File: src/rtl/tpdq_pkg.sv
// Shared types and constants for the timed packet delay queue.
package tpdq_pkg;

    localparam int TIME_W = 48;
    localparam int DELAY_W = 32;
    localparam int ID_W = 16;
    localparam int CAP_W = 6;
    localparam int KIND_W = 3;

    localparam logic [KIND_W-1:0] KIND_QUEUED   = 3'd0;
    localparam logic [KIND_W-1:0] KIND_SEND_NOW = 3'd1;
    localparam logic [KIND_W-1:0] KIND_REJECTED = 3'd2;
    localparam logic [KIND_W-1:0] KIND_RELEASED = 3'd3;
    localparam logic [KIND_W-1:0] KIND_TICK_END = 3'd4;

    typedef struct packed {
        logic [TIME_W-1:0] rel_time;
        logic [ID_W-1:0]   dest;
        logic [ID_W-1:0]   handle;
        logic [ID_W-1:0]   length;
    } entry_t;

    localparam int ENTRY_W = $bits(entry_t);

    typedef enum logic [1:0] {
        RD_POS_M1,
        RD_N,
        RD_I,
        RD_I_P1
    } rd_sel_t;

    typedef enum logic [3:0] {
        ST_IDLE,
        ST_ADD_CHK,
        ST_ADD_RD,
        ST_ADD_CMP,
        ST_ADD_INS,
        ST_ADD_OUT,
        ST_SCAN_RD,
        ST_SCAN_CMP,
        ST_REL_RD,
        ST_REL_CUR,
        ST_REL_NXT,
        ST_REL_EMIT,
        ST_DONE
    } state_t;

    typedef struct packed {
        logic            capture;
        rd_sel_t         rd_sel;
        logic            wr_shift;
        logic            wr_new;
        logic            pos_dec;
        logic            cnt_inc;
        logic            n_inc;
        logic            wait_set;
        logic            cur_load;
        logic            bl_force;
        logic            bl_eval;
        logic            out_load;
        logic [KIND_W-1:0] out_kind;
        logic            i_inc;
        logic            tick_commit;
    } cmd_t;

    typedef struct packed {
        logic full;
        logic delay_zero;
        logic pos_zero;
        logic pos_one;
        logic rd_gt_t;
        logic rd_le_now;
        logic n_at_count;
        logic n_zero;
        logic i_last;
        logic out_free;
    } sts_t;

endpackage

File: src/rtl/tpdq_ram.sv
// Generic single-port-write, single-port-read RAM with registered read data.
module tpdq_ram #(
    parameter int WIDTH = 96,
    parameter int DEPTH = 32
) (
    input  logic                     aclk,
    input  logic                     we,
    input  logic [$clog2(DEPTH)-1:0] waddr,
    input  logic [WIDTH-1:0]         wdata,
    input  logic [$clog2(DEPTH)-1:0] raddr,
    output logic [WIDTH-1:0]         rdata
);

    logic [WIDTH-1:0] mem [DEPTH];
    logic [WIDTH-1:0] rdata_reg;

    always_ff @(posedge aclk) begin
        if (we) begin
            mem[waddr] <= wdata;
        end
        rdata_reg <= mem[raddr];
    end

    assign rdata = rdata_reg;

endmodule

File: src/rtl/tpdq_ctrl.sv
// Sequencer for add, scan, release and tick-done steps.
module tpdq_ctrl
    import tpdq_pkg::*;
(
    input  logic aclk,
    input  logic aresetn,
    input  logic s_valid,
    input  logic s_mode,
    output logic s_ready,
    input  sts_t sts,
    output cmd_t cmd
);

    state_t state_reg, state_next;

    always_ff @(posedge aclk) begin
        if (!aresetn) begin
            state_reg <= ST_IDLE;
        end else begin
            state_reg <= state_next;
        end
    end

    always_comb begin
        state_next = state_reg;
        unique case (state_reg)
            ST_IDLE: begin
                if (s_valid) state_next = s_mode ? ST_SCAN_RD : ST_ADD_CHK;
            end
            ST_ADD_CHK: begin
                if (sts.full || sts.delay_zero) begin
                    if (sts.out_free) state_next = ST_IDLE;
                end else begin
                    state_next = sts.pos_zero ? ST_ADD_INS : ST_ADD_RD;
                end
            end
            ST_ADD_RD:  state_next = ST_ADD_CMP;
            ST_ADD_CMP: begin
                if (sts.rd_gt_t && !sts.pos_one) state_next = ST_ADD_RD;
                else                             state_next = ST_ADD_INS;
            end
            ST_ADD_INS: state_next = ST_ADD_OUT;
            ST_ADD_OUT: begin
                if (sts.out_free) state_next = ST_IDLE;
            end
            ST_SCAN_RD: begin
                if (sts.n_at_count) state_next = sts.n_zero ? ST_DONE : ST_REL_RD;
                else                state_next = ST_SCAN_CMP;
            end
            ST_SCAN_CMP: begin
                if (sts.rd_le_now) state_next = ST_SCAN_RD;
                else               state_next = sts.n_zero ? ST_DONE : ST_REL_RD;
            end
            ST_REL_RD:  state_next = ST_REL_CUR;
            ST_REL_CUR: state_next = sts.i_last ? ST_REL_EMIT : ST_REL_NXT;
            ST_REL_NXT: state_next = ST_REL_EMIT;
            ST_REL_EMIT: begin
                if (sts.out_free) state_next = sts.i_last ? ST_DONE : ST_REL_RD;
            end
            ST_DONE: begin
                if (sts.out_free) state_next = ST_IDLE;
            end
            default: state_next = ST_IDLE;
        endcase
    end

    always_comb begin
        cmd = '0;
        cmd.rd_sel = RD_POS_M1;
        cmd.out_kind = KIND_QUEUED;
        s_ready = 1'b0;
        unique case (state_reg)
            ST_IDLE: begin
                s_ready = 1'b1;
                cmd.capture = s_valid;
            end
            ST_ADD_CHK: begin
                cmd.out_kind = sts.full ? KIND_REJECTED : KIND_SEND_NOW;
                cmd.out_load = (sts.full || sts.delay_zero) && sts.out_free;
            end
            ST_ADD_RD: cmd.rd_sel = RD_POS_M1;
            ST_ADD_CMP: begin
                // shift the later entry up one slot
                cmd.wr_shift = sts.rd_gt_t;
                cmd.pos_dec = sts.rd_gt_t;
            end
            ST_ADD_INS: begin
                cmd.wr_new = 1'b1;
                cmd.cnt_inc = 1'b1;
            end
            ST_ADD_OUT: begin
                cmd.out_kind = KIND_QUEUED;
                cmd.out_load = sts.out_free;
            end
            ST_SCAN_RD: cmd.rd_sel = RD_N;
            ST_SCAN_CMP: begin
                cmd.n_inc = sts.rd_le_now;
                cmd.wait_set = !sts.rd_le_now;
            end
            ST_REL_RD: cmd.rd_sel = RD_I;
            ST_REL_CUR: begin
                cmd.cur_load = 1'b1;
                cmd.rd_sel = RD_I_P1;
                cmd.bl_force = sts.i_last;
            end
            ST_REL_NXT: cmd.bl_eval = 1'b1;
            ST_REL_EMIT: begin
                cmd.out_kind = KIND_RELEASED;
                cmd.out_load = sts.out_free;
                cmd.i_inc = sts.out_free;
            end
            ST_DONE: begin
                cmd.out_kind = KIND_TICK_END;
                cmd.out_load = sts.out_free;
                cmd.tick_commit = sts.out_free;
            end
            default: cmd = '0;
        endcase
    end

endmodule

File: src/rtl/tpdq_dp.sv
// Datapath: entry store, queue pointers, counters and result register.
module tpdq_dp
    import tpdq_pkg::*;
#(
    parameter int QUEUE_DEPTH = 32,
    parameter int BATCH_MAX = 32
) (
    input  logic                aclk,
    input  logic                aresetn,
    input  cmd_t                cmd,
    output sts_t                sts,
    input  logic                cfg_valid,
    input  logic [CAP_W-1:0]    cfg_data,
    input  logic [TIME_W-1:0]   s_now_us,
    input  logic [DELAY_W-1:0]  s_delay_us,
    input  logic [ID_W-1:0]     s_dest_id,
    input  logic [ID_W-1:0]     s_packet_handle,
    input  logic [ID_W-1:0]     s_packet_length,
    output logic                m_valid,
    input  logic                m_ready,
    output logic [KIND_W-1:0]   m_kind,
    output logic [ID_W-1:0]     m_out_handle,
    output logic [ID_W-1:0]     m_out_length,
    output logic [ID_W-1:0]     m_out_dest,
    output logic                m_batch_last,
    output logic                m_last,
    output logic                m_pending,
    output logic [TIME_W-1:0]   m_wait_us
);

    localparam int AW = $clog2(QUEUE_DEPTH);
    localparam int CW = $clog2(QUEUE_DEPTH + 1);
    localparam int SW = AW + 1;
    localparam int CMW = (CW > CAP_W) ? CW : CAP_W;
    localparam int RW = $clog2(BATCH_MAX + 1);

    function automatic logic [AW-1:0] phys(input logic [AW-1:0] base,
                                           input logic [CW-1:0] off);
        logic [SW-1:0] sum;
        sum = SW'(base) + SW'(off);
        if (sum >= SW'(QUEUE_DEPTH)) sum = sum - SW'(QUEUE_DEPTH);
        return sum[AW-1:0];
    endfunction

    logic [CAP_W-1:0]  cap_reg;
    logic [AW-1:0]     head_reg;
    logic [CW-1:0]     count_reg, pos_reg, n_reg, i_reg;
    logic [RW-1:0]     run_reg;
    logic [TIME_W-1:0] now_reg, t_reg, wait_reg;
    logic [DELAY_W-1:0] delay_reg;
    logic [ID_W-1:0]   dest_reg, handle_reg, length_reg;
    entry_t            cur_reg;
    logic              bl_reg;

    logic              out_valid_reg;
    logic [KIND_W-1:0] kind_reg;
    logic [ID_W-1:0]   oh_reg, ol_reg, od_reg;
    logic              obl_reg, olast_reg, opend_reg;
    logic [TIME_W-1:0] owait_reg;

    entry_t            rd_entry, wr_entry, new_entry;
    logic [ENTRY_W-1:0] rdata;
    logic [AW-1:0]     raddr, waddr;
    logic [CW-1:0]     rd_off;
    logic              pend;
    logic [CW:0]       i_p1;

    assign rd_entry = entry_t'(rdata);
    assign i_p1 = {1'b0, i_reg} + 1'b1;

    always_comb begin
        case (cmd.rd_sel)
            RD_POS_M1: rd_off = pos_reg - 1'b1;
            RD_N:      rd_off = n_reg;
            RD_I:      rd_off = i_reg;
            RD_I_P1:   rd_off = i_p1[CW-1:0];
            default:   rd_off = i_reg;
        endcase
    end

    assign raddr = phys(head_reg, rd_off);
    assign waddr = phys(head_reg, pos_reg);
    assign new_entry = '{rel_time: t_reg, dest: dest_reg,
                         handle: handle_reg, length: length_reg};
    assign wr_entry = cmd.wr_shift ? rd_entry : new_entry;

    tpdq_ram #(.WIDTH(ENTRY_W), .DEPTH(QUEUE_DEPTH)) u_ram (
        .aclk  (aclk),
        .we    (cmd.wr_shift || cmd.wr_new),
        .waddr (waddr),
        .wdata (wr_entry),
        .raddr (raddr),
        .rdata (rdata)
    );

    assign pend = (count_reg != n_reg);

    always_comb begin
        sts.full       = ((cap_reg != '0) && (CMW'(count_reg) >= CMW'(cap_reg))) ||
                         (count_reg >= CW'(QUEUE_DEPTH));
        sts.delay_zero = (delay_reg == '0);
        sts.pos_zero   = (pos_reg == '0);
        sts.pos_one    = (pos_reg == CW'(1));
        sts.rd_gt_t    = (rd_entry.rel_time > t_reg);
        sts.rd_le_now  = (rd_entry.rel_time <= now_reg);
        sts.n_at_count = (n_reg == count_reg);
        sts.n_zero     = (n_reg == '0);
        sts.i_last     = (i_p1 == {1'b0, n_reg});
        sts.out_free   = !out_valid_reg || m_ready;
    end

    always_ff @(posedge aclk) begin
        if (!aresetn) begin
            cap_reg <= '0;
            head_reg <= '0;
            count_reg <= '0;
            out_valid_reg <= 1'b0;
        end else begin
            if (cfg_valid) cap_reg <= cfg_data;
            if (cmd.cnt_inc) count_reg <= count_reg + 1'b1;
            if (cmd.tick_commit) begin
                // drop released entries from the head
                head_reg <= phys(head_reg, n_reg);
                count_reg <= count_reg - n_reg;
            end
            if (cmd.out_load)  out_valid_reg <= 1'b1;
            else if (m_ready)  out_valid_reg <= 1'b0;
        end
    end

    always_ff @(posedge aclk) begin
        if (cmd.capture) begin
            now_reg <= s_now_us;
            delay_reg <= s_delay_us;
            t_reg <= s_now_us + TIME_W'(s_delay_us);
            dest_reg <= s_dest_id;
            handle_reg <= s_packet_handle;
            length_reg <= s_packet_length;
            pos_reg <= count_reg;
            n_reg <= '0;
            i_reg <= '0;
            run_reg <= '0;
            wait_reg <= '0;
        end
        if (cmd.pos_dec)  pos_reg <= pos_reg - 1'b1;
        if (cmd.n_inc)    n_reg <= n_reg + 1'b1;
        if (cmd.wait_set) wait_reg <= rd_entry.rel_time - now_reg;
        if (cmd.cur_load) cur_reg <= rd_entry;
        if (cmd.bl_force) bl_reg <= 1'b1;
        if (cmd.bl_eval) begin
            bl_reg <= (rd_entry.dest != cur_reg.dest) ||
                      ((RW+1)'(run_reg) + 1'b1 >= (RW+1)'(BATCH_MAX));
        end
        if (cmd.i_inc) begin
            i_reg <= i_p1[CW-1:0];
            run_reg <= bl_reg ? '0 : run_reg + 1'b1;
        end
        if (cmd.out_load) begin
            kind_reg <= cmd.out_kind;
            obl_reg <= 1'b0;
            olast_reg <= 1'b1;
            owait_reg <= '0;
            oh_reg <= handle_reg;
            ol_reg <= length_reg;
            od_reg <= dest_reg;
            opend_reg <= (count_reg != '0);
            case (cmd.out_kind)
                KIND_RELEASED: begin
                    oh_reg <= cur_reg.handle;
                    ol_reg <= cur_reg.length;
                    od_reg <= cur_reg.dest;
                    obl_reg <= bl_reg;
                    olast_reg <= 1'b0;
                    opend_reg <= pend;
                end
                KIND_TICK_END: begin
                    oh_reg <= '0;
                    ol_reg <= '0;
                    od_reg <= '0;
                    owait_reg <= wait_reg;
                    opend_reg <= pend;
                end
                default: ;
            endcase
        end
    end

    assign m_valid = out_valid_reg;
    assign m_kind = kind_reg;
    assign m_out_handle = oh_reg;
    assign m_out_length = ol_reg;
    assign m_out_dest = od_reg;
    assign m_batch_last = obl_reg;
    assign m_last = olast_reg;
    assign m_pending = opend_reg;
    assign m_wait_us = owait_reg;

endmodule

File: src/rtl/timed_packet_delay_queue_unit.sv
// Time-ordered packet delay queue: top level.
// Input channel (s_*): one item is an add (s_mode 0) or a tick (s_mode 1),
// each with the current time. An add gives one result: queued, send now or
// rejected. A tick gives one released result per due entry, earliest first,
// then a tick-done result carrying the wait to the next deadline.
// Entries sit in one RAM as a circular list kept sorted by release time.
// Items are handled one at a time; s_ready is high only between items.
// Add: reject and send now are answered without touching the RAM; a queued
// add compares stored entries from the tail (one RAM read, and a write when
// it shifts up), then writes the new entry. Tick: the scan reads entries
// from the head until a later one or the end; each released result then
// reads its entry and the next one through the registered RAM read.
// Results leave through one output register; a stalled m_ready holds the
// sequencer at its current result until the item is taken.
// cfg_data sets the capacity limit (0: only the RAM depth limits); write it
// only while idle. Reset empties the queue and clears the limit; no RAM
// clearing pass is needed.
module timed_packet_delay_queue_unit
    import tpdq_pkg::*;
#(
    parameter int QUEUE_DEPTH = 32,
    parameter int BATCH_MAX = 32
) (
    input  logic               aclk,
    input  logic               aresetn,
    input  logic               cfg_valid,
    output logic               cfg_ready,
    input  logic [CAP_W-1:0]   cfg_data,
    input  logic               s_valid,
    output logic               s_ready,
    input  logic               s_mode,
    input  logic [TIME_W-1:0]  s_now_us,
    input  logic [DELAY_W-1:0] s_delay_us,
    input  logic [ID_W-1:0]    s_dest_id,
    input  logic [ID_W-1:0]    s_packet_handle,
    input  logic [ID_W-1:0]    s_packet_length,
    output logic               m_valid,
    input  logic               m_ready,
    output logic [KIND_W-1:0]  m_kind,
    output logic [ID_W-1:0]    m_out_handle,
    output logic [ID_W-1:0]    m_out_length,
    output logic [ID_W-1:0]    m_out_dest,
    output logic               m_batch_last,
    output logic               m_last,
    output logic               m_pending,
    output logic [TIME_W-1:0]  m_wait_us
);

    cmd_t cmd;
    sts_t sts;

    assign cfg_ready = 1'b1;

    tpdq_ctrl u_ctrl (
        .aclk    (aclk),
        .aresetn (aresetn),
        .s_valid (s_valid),
        .s_mode  (s_mode),
        .s_ready (s_ready),
        .sts     (sts),
        .cmd     (cmd)
    );

    tpdq_dp #(.QUEUE_DEPTH(QUEUE_DEPTH), .BATCH_MAX(BATCH_MAX)) u_dp (
        .aclk            (aclk),
        .aresetn         (aresetn),
        .cmd             (cmd),
        .sts             (sts),
        .cfg_valid       (cfg_valid),
        .cfg_data        (cfg_data),
        .s_now_us        (s_now_us),
        .s_delay_us      (s_delay_us),
        .s_dest_id       (s_dest_id),
        .s_packet_handle (s_packet_handle),
        .s_packet_length (s_packet_length),
        .m_valid         (m_valid),
        .m_ready         (m_ready),
        .m_kind          (m_kind),
        .m_out_handle    (m_out_handle),
        .m_out_length    (m_out_length),
        .m_out_dest      (m_out_dest),
        .m_batch_last    (m_batch_last),
        .m_last          (m_last),
        .m_pending       (m_pending),
        .m_wait_us       (m_wait_us)
    );

endmodule

File: config.mk
export PLATFORM = sky130hd
export DESIGN_NAME = timed_packet_delay_queue_unit
export DESIGN_NICKNAME = d
export VERILOG_FILES = /design/src/rtl/tpdq_pkg.sv /design/src/rtl/tpdq_ram.sv /design/src/rtl/tpdq_ctrl.sv /design/src/rtl/tpdq_dp.sv /design/src/rtl/timed_packet_delay_queue_unit.sv
export SDC_FILE = /design/constraint.sdc
export NUM_CORES = 2
export LEC_CHECK = 0
export ABC_AREA = 1
export BUFFER_PORTS_ARGS = -buffer_cell sky130_fd_sc_hd__buf_2
export CAP_MARGIN = 10
export CORE_ASPECT_RATIO = 1.5
export CORE_MARGIN = 4
export CORE_UTILIZATION = 38
export CTS_CLUSTER_SIZE = 24
export DETAILED_ROUTE_END_ITERATION = 8
export SLEW_MARGIN = 10
export SYNTH_ARGS = -nofsm -noshare
export SYNTH_HDL_FRONTEND = slang
export SYNTH_SLANG_ARGS = --single-unit
export TNS_END_PERCENT = 30
File: constraint.sdc
create_clock -name aclk -period 7.1 [get_ports aclk]
set_clock_uncertainty 0.15 [all_clocks]
set_input_delay 0.355 -clock aclk [delete_from_list [all_inputs] [get_ports aclk]]
set_output_delay 0.355 -clock aclk [all_outputs]
set_load 0.01 [all_outputs]
==> qor.csv <==
metric;value;unit
gp weighted congestion;0.954;
P_int;0.0454;W
worst rel slew slack;0.138;
Synth Warn #;0;
max FFs per register;3072;
pin count of the biggest net entering global routing;190;
# Post-CTS Setup Buffers;0;
initial antenna violation count;9;
row cnt;278;
Main synth FF type;edfxtp_1;
final hold violation count;0;
Worst Tran Pin Value;1.29;ns
Seq cells post-synth;3589;
Switch Pwr;0.0293;W
die area;0.393;mm²
hpwl dp;243;mm
Via density;5.61;
VDD IR-drop max;0.731;mV
placed instance area;0.154;mm²
crit path time final;5.71;ns
Yosys top cell by area;edfxtp_1;
pre-CTS setup slack;1.54;ns
Clock Path Buffers;4;
ys async rst share;0;
IO Port Bufs;243;
area grow syn2layout;14.9;%
I/O Pins;245;
post-CTS sizing;0;
clock power share;0.250;
total gr overflow;0;
htree depth;5;
fraction of layout cells with a size suffix above 1;0.0915;
Routed WL;450;mm
Critical Path Fanout Max;78;
Mapped Cells;11500;
library cells used by synthesis;55;
GRT Total Usage;0.220;
sequential area share after synthesis;0.732;
Hold Path Class;in2reg;
clk root buf;clkbuf_16;
cell area power density;447;mW/mm²
nets@finish;12100;
vias in the first global route;92300;
WL/cell;26.3;µm
capturing element type of the critical path;flip-flop;
syn nets;11800;
Clock Pin Slew Worst Setup and Hold Paths;0.06;ns
most common library cells after synthesis;edfxtp_1, nor2_1, o21ai_0;
Worst Hold Depth;2;
fill count;34500;
RSZ-0062 raised after global routing;no;
Sw Ratio;0.392;
post-route cell area;0.167;mm²
cells on worst reg2reg path;11;
critical path class;reg2reg;
CP arrival;6.07;ns
Seq pwr share;0.366;
via count;96200;
core region area;0.382;mm²
DRC violations left;0;
status;complete, no violations;
final setup margin;1.39;ns
leading post-synthesis cells by cell area;edfxtp_1, nor2_1, o21ai_0;
Post-synth EDFFs;3471;
Comb pwr share;0.384;
TritonRoute pass-1 iters;8;
Max-cap violations;0;
first-pass GRT wire length;645;mm
TritonCTS clock tree;done;
cts bufs inserted;346;
Achievable Freq;175;MHz
Final setup viols;0;
Leakage Power;55.6;nW
Setup crit start kind;flip-flop;
Initial DRC Count;10900;
Mean Syn Cell Area;12.7;µm²
most frequent cell after synthesis;edfxtp_1;
area fraction of the dominant cell type after synthesis;0.716;
die outline height;766;µm
Detail Route Antenna Nets;0;
hold_ws;0.0726;ns
die span in x;513;µm
Mapped Area;0.146;mm²
clk_lat worst skew;0.93;ns
CP required;7.47;ns
Num Clock Sinks;3589;
Setup TNS;0;ns
fin crit share;0.804;
Starting Density;0.381;
Slew Viols, Final;0;
-- path summary, 6_finish.rpt --
kind	from	to	slack [ns]
setup / recovery	u_dp.u_ram.rdata[80]$_DFF_P_	u_dp.u_ram.mem[11][95]$_DFFE_PP_	1.39
hold / removal	s_now_us[22]	u_dp.now_reg[22]$_DFFE_PP_	0.07
setup reg to reg	u_dp.u_ram.rdata[80]$_DFF_P_	u_dp.u_ram.mem[11][95]$_DFFE_PP_	1.39
hold reg to reg	u_dp.u_ram.rdata[25]$_DFF_P_	u_dp.cur_reg[25]$_DFFE_PP_	0.29
-- power by group through the flow --
stage,Clock [W],Sequential [W],Combinational (W)
3_3_place_gp,0,0.0278,0.0281
4_1_cts,0.0189,0.0274,0.0285
6_report,0.0187,0.0274,0.0287
3_5_place_dp,0,0.0278,0.0283
5_1_grt,0.0197,0.0274,0.0314
2_1_floorplan,0,0.0275,0.0186
-- layout by cell type (no fill, tap or decap), types with 43 or more instances in the layout --
cell	count
o22ai_1	201
nand2_1	568
nand3_1	75
mux2i_1	96
o21ai_2	43
o221ai_1	387
dfxtp_1	118
inv_1	416
clkbuf_16	355
clkinv_2	49
buf_12	85
nor2_1	2423
buf_4	145
a21oi_1	574
clkinv_1	59
ha_1	158
xor2_1	62
buf_2	243
dlygate4sd3_1	222
clkbuf_1	69
a31oi_1	210
o21ai_0	1647
edfxtp_1	3471
-- what timing repair did --
action / in CTS / in global routing
setup endpoints to repair: 0 / 0
hold buffers: 222 / 0
endpoints found under the hold margin: 191 / 0
-- metal layers --
metal / wire length (µm) / up-vias / part of all wire / track usage
met4: 19900 / 0 / 0.044 / 0.0912
met5: 0 / - / 0 / 0
met1: 178000 / 48400 / 0.40 / 0.285
met3: 30700 / 868 / 0.068 / 0.0292
met2: 221000 / 4042 / 0.49 / 0.373
li1: - / 42900 / - / -
-- final cells by class --
| type | count | area [µm²] | area share |
|---|---|---|---|
| diodes | 3 | 7.51 | 0.0000449 |
| repair buffers | 699 | 6290 | 0.0376 |
| flip-flops and latches | 3589 | 107000 | 0.637 |
| clock inverters | 186 | 1900 | 0.0113 |
| clock buffers | 443 | 9400 | 0.0562 |
| multi-input cells | 6757 | 35100 | 0.210 |
| well taps | 5040 | 6310 | 0.0377 |
| inverters | 433 | 1660 | 0.00994 |
-- cell families (layout without fill, tap and decap cells) --
| kind of cell | Yosys count | count (layout) | share of synthesized area |
|---|---|---|---|
| fa+ha+maj | 165 | 165 | 0.0145 |
| flops | 3589 | 3589 | 0.732 |
| simple gates | 3209 | 3209 | 0.0852 |
| buf+inv | 1126 | 1761 | 0.0306 |
| other cells | 1 | 4 | 0.0000258 |
| compound gates | 3185 | 3185 | 0.125 |
| xor+xnor | 101 | 101 | 0.00613 |
| mux | 96 | 96 | 0.00660 |
-- worst max-delay path, cell delays in order, from the launching register on --
cell and delay, ns:
dfxtp_1 0.80, ha_1 0.25, nand3_1 0.08, nor3_1 0.24, nand2_1 0.13, nor2_1 0.50
nand4_1 0.35, nand3_4 0.22, buf_4 0.53, inv_8 0.40, buf_4 0.49, o21ai_2 1.03
-- metrics by stage --
| stage | std cells | total power (W) | utilization |
|---|---|---|---|
| floorplan | 11500 | 0.0461 | - |
| global placement | 16300 | 0.0559 | 0.402 |
| detailed placement | 16300 | 0.0561 | 0.402 |
| CTS | 17100 | 0.0748 | 0.438 |
| global route | 17100 | 0.0786 | 0.438 |
| finish | 17200 | 0.0747 | 0.438 |
No activity file was read; power rests on OpenSTA's default activity.
